### src/hw/rtl/dpb_pkg.sv
`timescale 1ns / 1ps

package dpb_pkg;

  // Image geometry
  localparam int DIM_BITS   = 12;
  localparam int DEPTH_BITS = 16;
  localparam int COLOR_BITS = 8;
  localparam int COORD_BITS = 32;

  // Largest frame dimension; width/height of 0 or above this act as this
  localparam logic [DIM_BITS:0] MAX_DIM = 13'd4096;

  // Configuration port
  localparam int CFG_DATA_BITS  = 16;
  localparam int CFG_INDEX_BITS = 3;
  localparam int FINV_BITS      = 16;

  localparam logic [CFG_INDEX_BITS-1:0] REG_IMAGE_WIDTH   = 3'd0;
  localparam logic [CFG_INDEX_BITS-1:0] REG_IMAGE_HEIGHT  = 3'd1;
  localparam logic [CFG_INDEX_BITS-1:0] REG_CENTER_X      = 3'd2;
  localparam logic [CFG_INDEX_BITS-1:0] REG_CENTER_Y      = 3'd3;
  localparam logic [CFG_INDEX_BITS-1:0] REG_FOCAL_INVERSE = 3'd4;

  // Register reset values
  localparam logic [DIM_BITS:0]    RST_IMAGE_WIDTH   = 13'd640;
  localparam logic [DIM_BITS:0]    RST_IMAGE_HEIGHT  = 13'd480;
  localparam logic [DIM_BITS-1:0]  RST_CENTER_X      = 12'd320;
  localparam logic [DIM_BITS-1:0]  RST_CENTER_Y      = 12'd240;
  localparam logic [FINV_BITS-1:0] RST_FOCAL_INVERSE = 16'd31957;

  // Datapath widths: (pos - center) * depth, then * focal_inverse (Q0.24)
  // The second product is held wide enough for a full 32-bit slice above the shift
  localparam int DIFF_BITS  = DIM_BITS + 1;
  localparam int PROD1_BITS = DIFF_BITS + DEPTH_BITS + 1;
  localparam int PROD2_BITS = PROD1_BITS + FINV_BITS + 2;
  localparam int ROUND_SHIFT = 16;

  // Sequencer states
  typedef enum logic [1:0] {
    ST_IDLE,
    ST_MUL1,
    ST_MUL2,
    ST_DONE
  } dpb_state_t;

  // Controller to datapath commands
  typedef struct packed {
    logic capture;
    logic mul1;
    logic mul2;
    logic load_out;
  } dpb_cmd_t;

endpackage

### src/hw/rtl/dpb_ctrl.sv
`timescale 1ns / 1ps

module dpb_ctrl
  import dpb_pkg::*;
(
  input  logic     clk,
  input  logic     rst,
  input  logic     in_valid,
  output logic     in_stall,
  output logic     out_valid,
  input  logic     out_stall,
  output dpb_cmd_t cmd
);

  dpb_state_t state;
  dpb_state_t state_next;

  // State register
  always_ff @(posedge clk) begin
    if (rst) begin
      state <= ST_IDLE;
    end else begin
      state <= state_next;
    end
  end

  // Next state
  always_comb begin
    state_next = state;
    unique case (state)
      ST_IDLE: begin
        if (in_valid) state_next = ST_MUL1;
      end
      ST_MUL1: state_next = ST_MUL2;
      ST_MUL2: state_next = ST_DONE;
      ST_DONE: begin
        if (!out_valid || !out_stall) state_next = ST_IDLE;
      end
      default: state_next = ST_IDLE;
    endcase
  end

  // Outputs
  always_comb begin
    cmd          = '0;
    in_stall     = 1'b1;
    unique case (state)
      ST_IDLE: begin
        in_stall    = 1'b0;
        cmd.capture = in_valid;
      end
      ST_MUL1: cmd.mul1 = 1'b1;
      ST_MUL2: cmd.mul2 = 1'b1;
      ST_DONE: cmd.load_out = !out_valid || !out_stall;
      default: cmd = '0;
    endcase
  end

  // Output register occupancy
  always_ff @(posedge clk) begin
    if (rst) begin
      out_valid <= 1'b0;
    end else if (cmd.load_out) begin
      out_valid <= 1'b1;
    end else if (!out_stall) begin
      out_valid <= 1'b0;
    end
  end

  a_accept_starts: assert property (@(posedge clk) disable iff (rst)
    (in_valid && !in_stall) |=> (state == ST_MUL1))
    else $error("accepted item did not start the multiply sequence");

  a_mul_order: assert property (@(posedge clk) disable iff (rst)
    (state == ST_MUL1) |=> (state == ST_MUL2))
    else $error("second multiply stage skipped");

  a_no_overwrite: assert property (@(posedge clk) disable iff (rst)
    cmd.load_out |-> (!out_valid || !out_stall))
    else $error("result loaded over a stalled item");

  a_done_waits: assert property (@(posedge clk) disable iff (rst)
    (state == ST_DONE && out_valid && out_stall) |=> (state == ST_DONE))
    else $error("finished result dropped while output stalled");

endmodule

### src/hw/rtl/dpb_datapath.sv
`timescale 1ns / 1ps

module dpb_datapath
  import dpb_pkg::*;
(
  input  logic                             clk,
  input  logic                             rst,
  input  dpb_cmd_t                         cmd,
  input  logic                             cfg_write,
  input  logic [CFG_INDEX_BITS-1:0]        cfg_index,
  input  logic [CFG_DATA_BITS-1:0]         cfg_data,
  input  logic [DEPTH_BITS-1:0]            depth,
  input  logic [COLOR_BITS-1:0]            red,
  input  logic [COLOR_BITS-1:0]            green,
  input  logic [COLOR_BITS-1:0]            blue,
  output logic signed [COORD_BITS-1:0]     point_x,
  output logic signed [COORD_BITS-1:0]     point_y,
  output logic [DEPTH_BITS-1:0]            point_z,
  output logic [COLOR_BITS-1:0]            out_red,
  output logic [COLOR_BITS-1:0]            out_green,
  output logic [COLOR_BITS-1:0]            out_blue,
  output logic                             point_valid,
  output logic                             frame_end
);

  // Configuration registers
  logic [DIM_BITS:0]    image_width;
  logic [DIM_BITS:0]    image_height;
  logic [DIM_BITS-1:0]  center_x;
  logic [DIM_BITS-1:0]  center_y;
  logic [FINV_BITS-1:0] focal_inverse;

  // Raster position
  logic [DIM_BITS-1:0]  column_count;
  logic [DIM_BITS-1:0]  row_count;
  logic [DIM_BITS:0]    width_eff;
  logic [DIM_BITS:0]    height_eff;
  logic                 last_col;
  logic                 last_row;

  // Captured item
  logic [DEPTH_BITS-1:0] cap_depth;
  logic [COLOR_BITS-1:0] cap_red;
  logic [COLOR_BITS-1:0] cap_green;
  logic [COLOR_BITS-1:0] cap_blue;
  logic [DIM_BITS-1:0]   cap_col;
  logic [DIM_BITS-1:0]   cap_row;
  logic                  cap_end;

  // Arithmetic
  logic signed [DIFF_BITS-1:0]    diff_x;
  logic signed [DIFF_BITS-1:0]    diff_y;
  logic signed [DEPTH_BITS:0]     depth_s;
  logic signed [FINV_BITS:0]      finv_s;
  logic signed [PROD1_BITS-1:0]   prod1_x;
  logic signed [PROD1_BITS-1:0]   prod1_y;
  logic signed [PROD2_BITS-1:0]   prod2_x;
  logic signed [PROD2_BITS-1:0]   prod2_y;
  logic signed [PROD2_BITS-1:0]   round_x;
  logic signed [PROD2_BITS-1:0]   round_y;

  // Config writes
  always_ff @(posedge clk) begin
    if (rst) begin
      image_width   <= RST_IMAGE_WIDTH;
      image_height  <= RST_IMAGE_HEIGHT;
      center_x      <= RST_CENTER_X;
      center_y      <= RST_CENTER_Y;
      focal_inverse <= RST_FOCAL_INVERSE;
    end else if (cfg_write) begin
      unique case (cfg_index)
        REG_IMAGE_WIDTH:   image_width   <= cfg_data[DIM_BITS:0];
        REG_IMAGE_HEIGHT:  image_height  <= cfg_data[DIM_BITS:0];
        REG_CENTER_X:      center_x      <= cfg_data[DIM_BITS-1:0];
        REG_CENTER_Y:      center_y      <= cfg_data[DIM_BITS-1:0];
        REG_FOCAL_INVERSE: focal_inverse <= cfg_data[FINV_BITS-1:0];
        default: ;
      endcase
    end
  end

  // Effective frame size and wrap detection
  always_comb begin
    width_eff  = (image_width == '0 || image_width > MAX_DIM) ? MAX_DIM : image_width;
    height_eff = (image_height == '0 || image_height > MAX_DIM) ? MAX_DIM : image_height;
    last_col   = ({1'b0, column_count} + 1'b1) >= width_eff;
    last_row   = ({1'b0, row_count} + 1'b1) >= height_eff;
  end

  // Raster counters advance on each accepted item
  always_ff @(posedge clk) begin
    if (rst) begin
      column_count <= '0;
      row_count    <= '0;
    end else if (cmd.capture) begin
      if (last_col) begin
        column_count <= '0;
        row_count    <= last_row ? '0 : row_count + 1'b1;
      end else begin
        column_count <= column_count + 1'b1;
      end
    end
  end

  // Item capture
  always_ff @(posedge clk) begin
    if (cmd.capture) begin
      cap_depth <= depth;
      cap_red   <= red;
      cap_green <= green;
      cap_blue  <= blue;
      cap_col   <= column_count;
      cap_row   <= row_count;
      cap_end   <= last_col && last_row;
    end
  end

  // First multiply: offset from principal point times depth
  assign diff_x  = $signed({1'b0, cap_col}) - $signed({1'b0, center_x});
  assign diff_y  = $signed({1'b0, cap_row}) - $signed({1'b0, center_y});
  assign depth_s = $signed({1'b0, cap_depth});

  always_ff @(posedge clk) begin
    if (cmd.mul1) begin
      prod1_x <= diff_x * depth_s;
      prod1_y <= diff_y * depth_s;
    end
  end

  // Second multiply: scale by reciprocal focal length (Q0.24)
  assign finv_s = $signed({1'b0, focal_inverse});

  always_ff @(posedge clk) begin
    if (cmd.mul2) begin
      prod2_x <= prod1_x * finv_s;
      prod2_y <= prod1_y * finv_s;
    end
  end

  // Round half up to 8 fraction bits
  assign round_x = prod2_x + PROD2_BITS'(signed'(1 << (ROUND_SHIFT - 1)));
  assign round_y = prod2_y + PROD2_BITS'(signed'(1 << (ROUND_SHIFT - 1)));

  // Output register; empty point when depth is zero
  always_ff @(posedge clk) begin
    if (cmd.load_out) begin
      frame_end <= cap_end;
      if (cap_depth == '0) begin
        point_x     <= '0;
        point_y     <= '0;
        point_z     <= '0;
        out_red     <= '0;
        out_green   <= '0;
        out_blue    <= '0;
        point_valid <= 1'b0;
      end else begin
        point_x     <= round_x[ROUND_SHIFT +: COORD_BITS];
        point_y     <= round_y[ROUND_SHIFT +: COORD_BITS];
        point_z     <= cap_depth;
        out_red     <= cap_red;
        out_green   <= cap_green;
        out_blue    <= cap_blue;
        point_valid <= 1'b1;
      end
    end
  end

endmodule

### src/hw/rtl/depth_pixel_backprojection.sv
`timescale 1ns / 1ps
// An accepted item passes through capture, two registered multiply stages
//   (offset*depth, then *focal_inverse) and output load; the sequencer takes
//   no new item until that item has been loaded into the output register.
// A stalled output holds the sequencer in its last step; one item waits in the output register.
// Reset (rst, synchronous, active high): sequencer idle, output empty, raster counters zero,
//   configuration registers back to 640 x 480, center (320, 240), focal_inverse 31957.

module depth_pixel_backprojection
  import dpb_pkg::*;
(
  input  logic                          clk,
  input  logic                          rst,
  // configuration
  input  logic                          cfg_write,
  input  logic [CFG_INDEX_BITS-1:0]     cfg_index,
  input  logic [CFG_DATA_BITS-1:0]      cfg_data,
  // pixel input
  input  logic                          in_valid,
  output logic                          in_stall,
  input  logic [DEPTH_BITS-1:0]         depth,
  input  logic [COLOR_BITS-1:0]         red,
  input  logic [COLOR_BITS-1:0]         green,
  input  logic [COLOR_BITS-1:0]         blue,
  // point output
  output logic                          out_valid,
  input  logic                          out_stall,
  output logic signed [COORD_BITS-1:0]  point_x,
  output logic signed [COORD_BITS-1:0]  point_y,
  output logic [DEPTH_BITS-1:0]         point_z,
  output logic [COLOR_BITS-1:0]         out_red,
  output logic [COLOR_BITS-1:0]         out_green,
  output logic [COLOR_BITS-1:0]         out_blue,
  output logic                          point_valid,
  output logic                          frame_end
);

  dpb_cmd_t cmd;

  // Sequencer
  dpb_ctrl u_ctrl (
    .clk       (clk),
    .rst       (rst),
    .in_valid  (in_valid),
    .in_stall  (in_stall),
    .out_valid (out_valid),
    .out_stall (out_stall),
    .cmd       (cmd)
  );

  // Counters, multipliers and output register
  dpb_datapath u_datapath (
    .clk         (clk),
    .rst         (rst),
    .cmd         (cmd),
    .cfg_write   (cfg_write),
    .cfg_index   (cfg_index),
    .cfg_data    (cfg_data),
    .depth       (depth),
    .red         (red),
    .green       (green),
    .blue        (blue),
    .point_x     (point_x),
    .point_y     (point_y),
    .point_z     (point_z),
    .out_red     (out_red),
    .out_green   (out_green),
    .out_blue    (out_blue),
    .point_valid (point_valid),
    .frame_end   (frame_end)
  );

endmodule

### config.mk
export PLATFORM = sky130hd
export DESIGN_NAME = depth_pixel_backprojection
export DESIGN_NICKNAME = d
export VERILOG_FILES = /design/src/hw/rtl/dpb_pkg.sv /design/src/hw/rtl/dpb_ctrl.sv /design/src/hw/rtl/dpb_datapath.sv /design/src/hw/rtl/depth_pixel_backprojection.sv
export SDC_FILE = /design/constraint.sdc
export NUM_CORES = 2
export LEC_CHECK = 0
export BUFFER_PORTS_ARGS = -buffer_cell sky130_fd_sc_hd__buf_4
export CAP_MARGIN = 40
export CORE_MARGIN = 3
export CORE_UTILIZATION = 40
export CTS_BUF_LIST = sky130_fd_sc_hd__clkbuf_8
export DETAILED_ROUTE_END_ITERATION = 10
export GPL_TIMING_DRIVEN = 0
export PLACE_DENSITY = 0.56
export SLEW_MARGIN = 0
export SYNTH_ARGS = -nofsm -noshare
export SYNTH_HDL_FRONTEND = slang
export SYNTH_SLANG_ARGS = --single-unit
### constraint.sdc
create_clock -name clk -period 11.35 [get_ports clk]
set_clock_uncertainty 0.05 [all_clocks]
set_input_delay 0.5675 -clock clk [delete_from_list [all_inputs] [get_ports clk]]
set_output_delay 0.5675 -clock clk [all_outputs]
set_load 0.05 [all_outputs]
Word-level counts from Yosys, hierarchy flattened
Cells that the tools add are included.
- input bits: 64
- logic and storage cells: 87
- output and inout port bits: 108
- register bits: 420
- magnitude comparators: 4
- $add $sub $neg: 8
- mux-type cells: 15
- multipliers: 4
- reduce and logical (&&, ||, !) cells: 18
- eq/ne operators: 10
- operators with widths (kind ; number):
    $add 48x17->48 const B ; 2
    $mul 30x17->47 ; 2
    $mul 13x17->30 ; 2
    $add 12x1->13 const B ; 2
    $ge 13x13->1 ; 2
    $gt 13x13->1 const B ; 2
    $logic_not 13->1 ; 2
    $mux 13 ; 2
    $sub 12x12->13 ; 2
    $add 12x1->12 const B ; 2
    $mux 12 ; 2
    $logic_not 16->1 ; 1
    $reduce_and 2->1 ; 7
    $mux 1 ; 8
    $pmux 2 s4 ; 1
    $eq 3x2->1 const B ; 2
    $eq 2x2->1 const B ; 2
    $mux 2 ; 2
    $ne 2x1->1 const B ; 2
    $eq 3x1->1 const B ; 1
    $eq 3x3->1 const B ; 1
    $logic_not 3->1 ; 1
    $logic_or 1x1->1 ; 3
    $eq 2x1->1 const B ; 1
    4 further kinds ; 5

Logic depth before layout (Yosys ltp)
- depth in word-level cells: 5
- mapped depth: 35
- depth with buffers taken out: 34

By module
Synthesis repeated with hierarchy kept, for this count alone.
- cell total of the unflattened synthesis: 6657
- area, all modules: 63370.8 µm²
- modules (own cells, without submodules) (module ; seq. area each (µm²) ; cells an instance ; times used ; area each (µm²)):
    dpb_datapath ; 10660.2 ; 6634 ; 1 ; 63154.3
    dpb_ctrl ; 60.1 ; 23 ; 1 ; 216.5

Worst setup path before layout
OpenSTA, ideal clock, no wires.
- path type: input to register
- start: input out_stall
- end: register u_datapath.frame_end (enable)
- setup time: 0.731 ns
- stages on the path: 1
- data required time: 10.569 ns
- path slack: 2.324 ns
- path buffers: 0
- arrival: 8.244 ns
- cells stage by stage: a21boi_0
- longest elaborated chain between the ends: 3
- RTL lines (element ; line ; text):
    start, declared ; depth_pixel_backprojection.sv:27 ; input logic out_stall,
    $logic_not 1->1 ; dpb_ctrl.sv:54 ; ST_DONE: cmd.load_out = !out_valid || !out_stall;
    $logic_or 1x1->1 ; dpb_ctrl.sv:54 ;
    $mux 1 ; dpb_ctrl.sv:47 ; unique case (state)
    end signal, assigned ; dpb_datapath.sv:147 ; frame_end <= cap_end;
    end, declared ; dpb_datapath.sv:23 ; output logic frame_end
No other way between the ends.
A chain may end at the register's enable or synchronous reset.

Final worst setup path
- start: register u_datapath.cap_row[0]
- end: register u_datapath.prod1_y[29] (data pin)
- longest elaborated chain between the ends: 2
- RTL lines (element ; line ; text):
    start, declared ; dpb_datapath.sv:47 ; logic [DIM_BITS-1:0] cap_row;
    start signal, assigned ; dpb_datapath.sv:113 ; cap_row <= row_count;
    $sub 12x12->13 ; dpb_datapath.sv:120 ; assign diff_y = $signed({1'b0, cap_row}) - $signed({1'b0, center_y});
    $mul 13x17->30 ; dpb_datapath.sv:126 ; prod1_y <= diff_y * depth_s;
    end signal, assigned ; dpb_datapath.sv:126 ;
    end, declared ; dpb_datapath.sv:56 ; logic signed [PROD1_BITS-1:0] prod1_y;
No other way between the ends.

==> flow_results.org <==
** Timing
- Worst path setup slack after routing :: 2.008 ns
- Setup-violating endpoint count in the final report :: 0
- Worst slew pin tran :: 1.001 ns
- Ratio of final minimum period to clock period :: approximately 82%
- For this run, the top clock speed supported by timing is about 110 MHz.
- Final Max Tran Viols :: 0
- The worst pin sits at a relative slew slack of 32.81%.
- Setup repair after global routing missed its margin :: false
- Final hold violation count :: 0
- Crit path time final :: between 9 and 10 ns

** Yosys
- EDFF count, synth :: ~300
- Summed over its instances, the top area cell type makes up about two fifths of the synthesized netlist area.
- Total of warnings raised by yosys :: 0
- The cell area that synthesis handed to floorplanning was roughly 62000 um2.
- Averaged over all synthesized cells, the footprint is 9.544 um2.
- The largest total area in the synthesized netlist belongs to fa_1.
- The synthesized design contains around 390 register bits.
- In the synthesized netlist, the number of instances is between 6000 and 7000.
- Share of synthesized registers carrying an async set or reset :: 0%
- Mapped Nets :: between 8000 and 9000
- Library cells used by synthesis :: 75
- Top flip-flop cell by instance count after synthesis :: edfxtp_1
- Ranked by total cell area, the synthesized netlist is headed by fa_1 40%, edfxtp_1 14%, ha_1 9.8%.
- Sequential elements use approximately 17% of the synthesized area.

** Detailed routing
- In the final routed layout, each cell accounts on average for 19.08 um.
- The routed design has between 150 and 200 mm of wire.
- The routed layout has roughly 45000 vias.
- Router iterations before antenna repair :: 8
- Violation count after the first detailed-routing iteration :: between 2000 and 3000
- Once detail routing completed, the nets flagged for antenna violations numbered 0.
- Dividing the detail-routed via count by the number of cells gives ~5.0.
- After detailed routing, the number of remaining DRC violations is 0.

** Finish
- Cells with a size suffix above 1 make up under 10% of the layout.
- FF/Latch Area :: ~11000 um2
- After routing the design area is about 70000 um2.
- Area used by multi-input combinational logic :: between 40000 and 50000 um2
- At the end of the flow, the number of nets in the layout was between 8000 and 9000.
- Layout filler cell count :: between 15000 and 20000
- Area growth, synth to finish :: 11.40%

** GRT
- The initial antenna violation count came to 10.
- Vias in the first global route :: ~47000
- Wire length of the first global-routing pass :: approximately 270 mm
- For this run the aggregate overflow at the end of global routing stands at 0.
- Global-route total usage across every layer :: about 22%
- Entering global routing, the biggest net connects 46 pins.

** Worst setup path
- At the worst endpoint, the arrival time is about 9.8 ns.
- In this run the critical register-to-register path is captured at u_datapath.prod1_y[29]$_DFFE_PN_.
- R2r worst-path depth :: 34
- Count of cell instances traversed by the critical path :: 34
- For this run, the slowest stage of the critical path takes about 0.69 ns.
- Required time worst endpoint :: 11.80 ns
- The worst register-to-register path begins at u_datapath.cap_row[0]$_DFFE_PP_.
- The worst setup path is of the flop to flop kind.
- Count of buffer and inverter cells on the critical path :: 5
- STA classifies the critical path startpoint as a flop.
- The setup check on the worst reg-to-reg path leaves a slack of 2.01 ns.
- Largest delay share family, worst path :: adder cells
- Standard cell with the maximum stage delay on the critical path :: xnor2_1
- Most frequent cell on the critical path :: fa_1
- Along the worst path, the maximum fanout reaches 10.
- The worst setup path is captured at a flop.

** Floorplan
- The floorplan step defined a die boundary enclosing between 150000 and 200000 um2.
- Initial Util :: roughly two fifths
- Count of boundary I/O pins :: about 170
- The die is approximately 400 um wide.
- The total area inside the core boundary comes to 154200 um2.
- Row generation in the floorplan step produced 144 rows.
- DIE HEIGHT :: around 400 um

** Placed design
- Area of placed instances :: ~67000 um2
- The count of buffers added on input and output ports is 170.
- Final weighted congestion in routability-driven placement :: approximately 0.94
- Pre-CTS setup slack :: 2.186 ns
- Post-detail-place hpwl :: 145.0 mm

** Outcome
- Status :: complete, no violations

** CTS
- Sinks on the clock net :: 388
- Root buffer cell :: clkbuf_8
- The H-tree generated during clock tree synthesis spans 3 levels.
- No sink is reached through more buffers than the 3 on the longest clock path.
- For the worst-skew pair, the clock arrives at the later sink with an insertion delay of about 0.79 ns.
- TritonCTS created 80 clock buffers.
- Clock tree from TritonCTS :: done
- Clock-pin transition on the worst setup and hold timing paths :: ~0.06 ns

** Min path
- Worst Hold Launch :: cfg_data[2]
- Worst-case hold path end point :: u_datapath.image_width[2]$_SDFFE_PP0P_
- The min-delay analysis places its worst path in the category input port to flop.
- The worst hold path passes through 3 cells.

** Run
- Number of maximum-capacitance violations :: 0
worst max path at each step:
stage / to / start / slack (ns)
5_1_grt: u_datapath.prod1_x[27]$_DFFE_PN_ / u_datapath.center_x[1]$_SDFFE_PP0P_ / 1.53
2_1_floorplan: u_datapath.frame_end$_DFFE_PP_ / out_stall / 2.32
4_1_cts: u_datapath.prod1_y[29]$_DFFE_PN_ / u_datapath.cap_row[0]$_DFFE_PP_ / 2.16
3_3_place_gp: u_datapath.point_z[1]$_SDFFCE_PN0P_ / out_stall / -4.51
3_5_place_dp: u_datapath.prod1_y[29]$_DFFE_PN_ / u_datapath.cap_row[0]$_DFFE_PP_ / 2.19
6_report: u_datapath.prod1_y[29]$_DFFE_PN_ / u_datapath.cap_row[0]$_DFFE_PP_ / 2.01
final cells by class:
| type | instances | area share (%) |
|---|---|---|
| inverter | 1360 | 7.369 |
| tap | 2044 | 3.692 |
| clock inverter | 60 | 0.8182 |
| clock buffer | 88 | 1.748 |
| antenna | 7 | 0.02529 |
| timing repair buffer | 289 | 3.887 |
| sequential | 388 | 15.47 |
| multi-input combinational | 4471 | 65.36 |
| buffer | 297 | 1.631 |
synthesized netlist by cell type (79+ instances only):
cell type	n
nor2b_1	90
xnor2_1	110
xor2_1	88
nand2_1	1065
dfxtp_1	93
a21oi_1	181
inv_1	1360
nor2_1	201
clkbuf_1	288
ha_1	487
edfxtp_1	295
o21ai_0	79
and2_1	455
fa_1	1228
cells in the final DEF, fill, tap and decap left out, types with 90 or more instances in the layout:
master | synthesis | layout
inv_1 | 1360 | 1372
fa_1 | 1228 | 1228
nand2_1 | 1065 | 1065
ha_1 | 487 | 485
and2_1 | 455 | 455
edfxtp_1 | 295 | 295
clkbuf_1 | 288 | 284
nor2_1 | 201 | 201
buf_4 | 0 | 182
a21oi_1 | 181 | 181
xnor2_1 | 110 | 110
dfxtp_1 | 93 | 93
nor2b_1 | 90 | 90
worst register-to-register path, delay by kind of cell (launching register included):
family,cells,cell delay (ns)
AO/OA/AOI/OAI,14,2.70
XOR/XNOR,2,0.80
adder cells (fa/ha/maj),9,3.92
buffers and inverters,5,0.58
flip-flops,1,0.32
AND/OR/NAND/NOR,4,0.67
layer usage:
metal | vias to the layer above | wire length [um] | global-route usage [%]
li1 | 20399 | - | -
met1 | 22848 | 72980 | 29.55
met2 | 1174 | 80210 | 35.92
met3 | 234 | 11180 | 3.467
met4 | 0 | 7460 | 8.725
met5 | - | 0 | 0
logic make-up after synthesis:
family                   after synthesis  share of synthesized area (%)
AO/OA/AOI/OAI                        437                          4.392
AND/OR/NAND/NOR                     2117                          16.17
adder cells (fa/ha/maj)             1715                          49.33
XOR/XNOR                             198                          2.789
flip-flops                           388                          17.24
multiplexers                           4                        0.06640
buffers and inverters               1657                          10.01
registers in the layout, summed over array words and instances, names as in the netlist, 12 cells and up:
| register | flops |
|---|---|
| u_datapath.prod1_x | 30 |
| u_datapath.prod1_y | 30 |
| u_datapath.cap_col | 12 |
| u_datapath.center_y | 12 |
| u_datapath.center_x | 12 |
| u_datapath.focal_inverse | 16 |
| u_datapath.point_z | 16 |
| u_datapath.row_count | 12 |
| u_datapath.cap_row | 12 |
| u_datapath.cap_depth | 16 |
| u_datapath.column_count | 12 |
| u_datapath.image_height | 13 |
| u_datapath.point_x | 32 |
| u_datapath.point_y | 32 |
| u_datapath.prod2_x | 32 |
| u_datapath.prod2_y | 32 |
| u_datapath.image_width | 13 |
repair_timing:
| action | CTS | global route |
|---|---|---|
| setup buffers | 0 | 0 |
| gates resized for setup | 0 | 0 |
| endpoints found under the hold margin | 93 | 0 |
| hold buffers | 56 | 0 |
stage by stage:
stage / hold WS (ns) / cells / TNS [ns] / utilization [%]
6_report: 0.08572 / 9004 / 0 / 44.92
2_1_floorplan: 0.3503 / 6516 / 0 / -
3_3_place_gp: 0.3690 / 8730 / -471.03 / 42.81
4_1_cts: 0.003557 / 8996 / 0 / 44.90
3_5_place_dp: 0.3721 / 8792 / 0 / 43.39
5_1_grt: 0.06203 / 8999 / 0 / 44.91
Power is left out: the tool's default activity adds up to more than one toggle a clock period on the data nets, which glitch-free logic cannot reach.
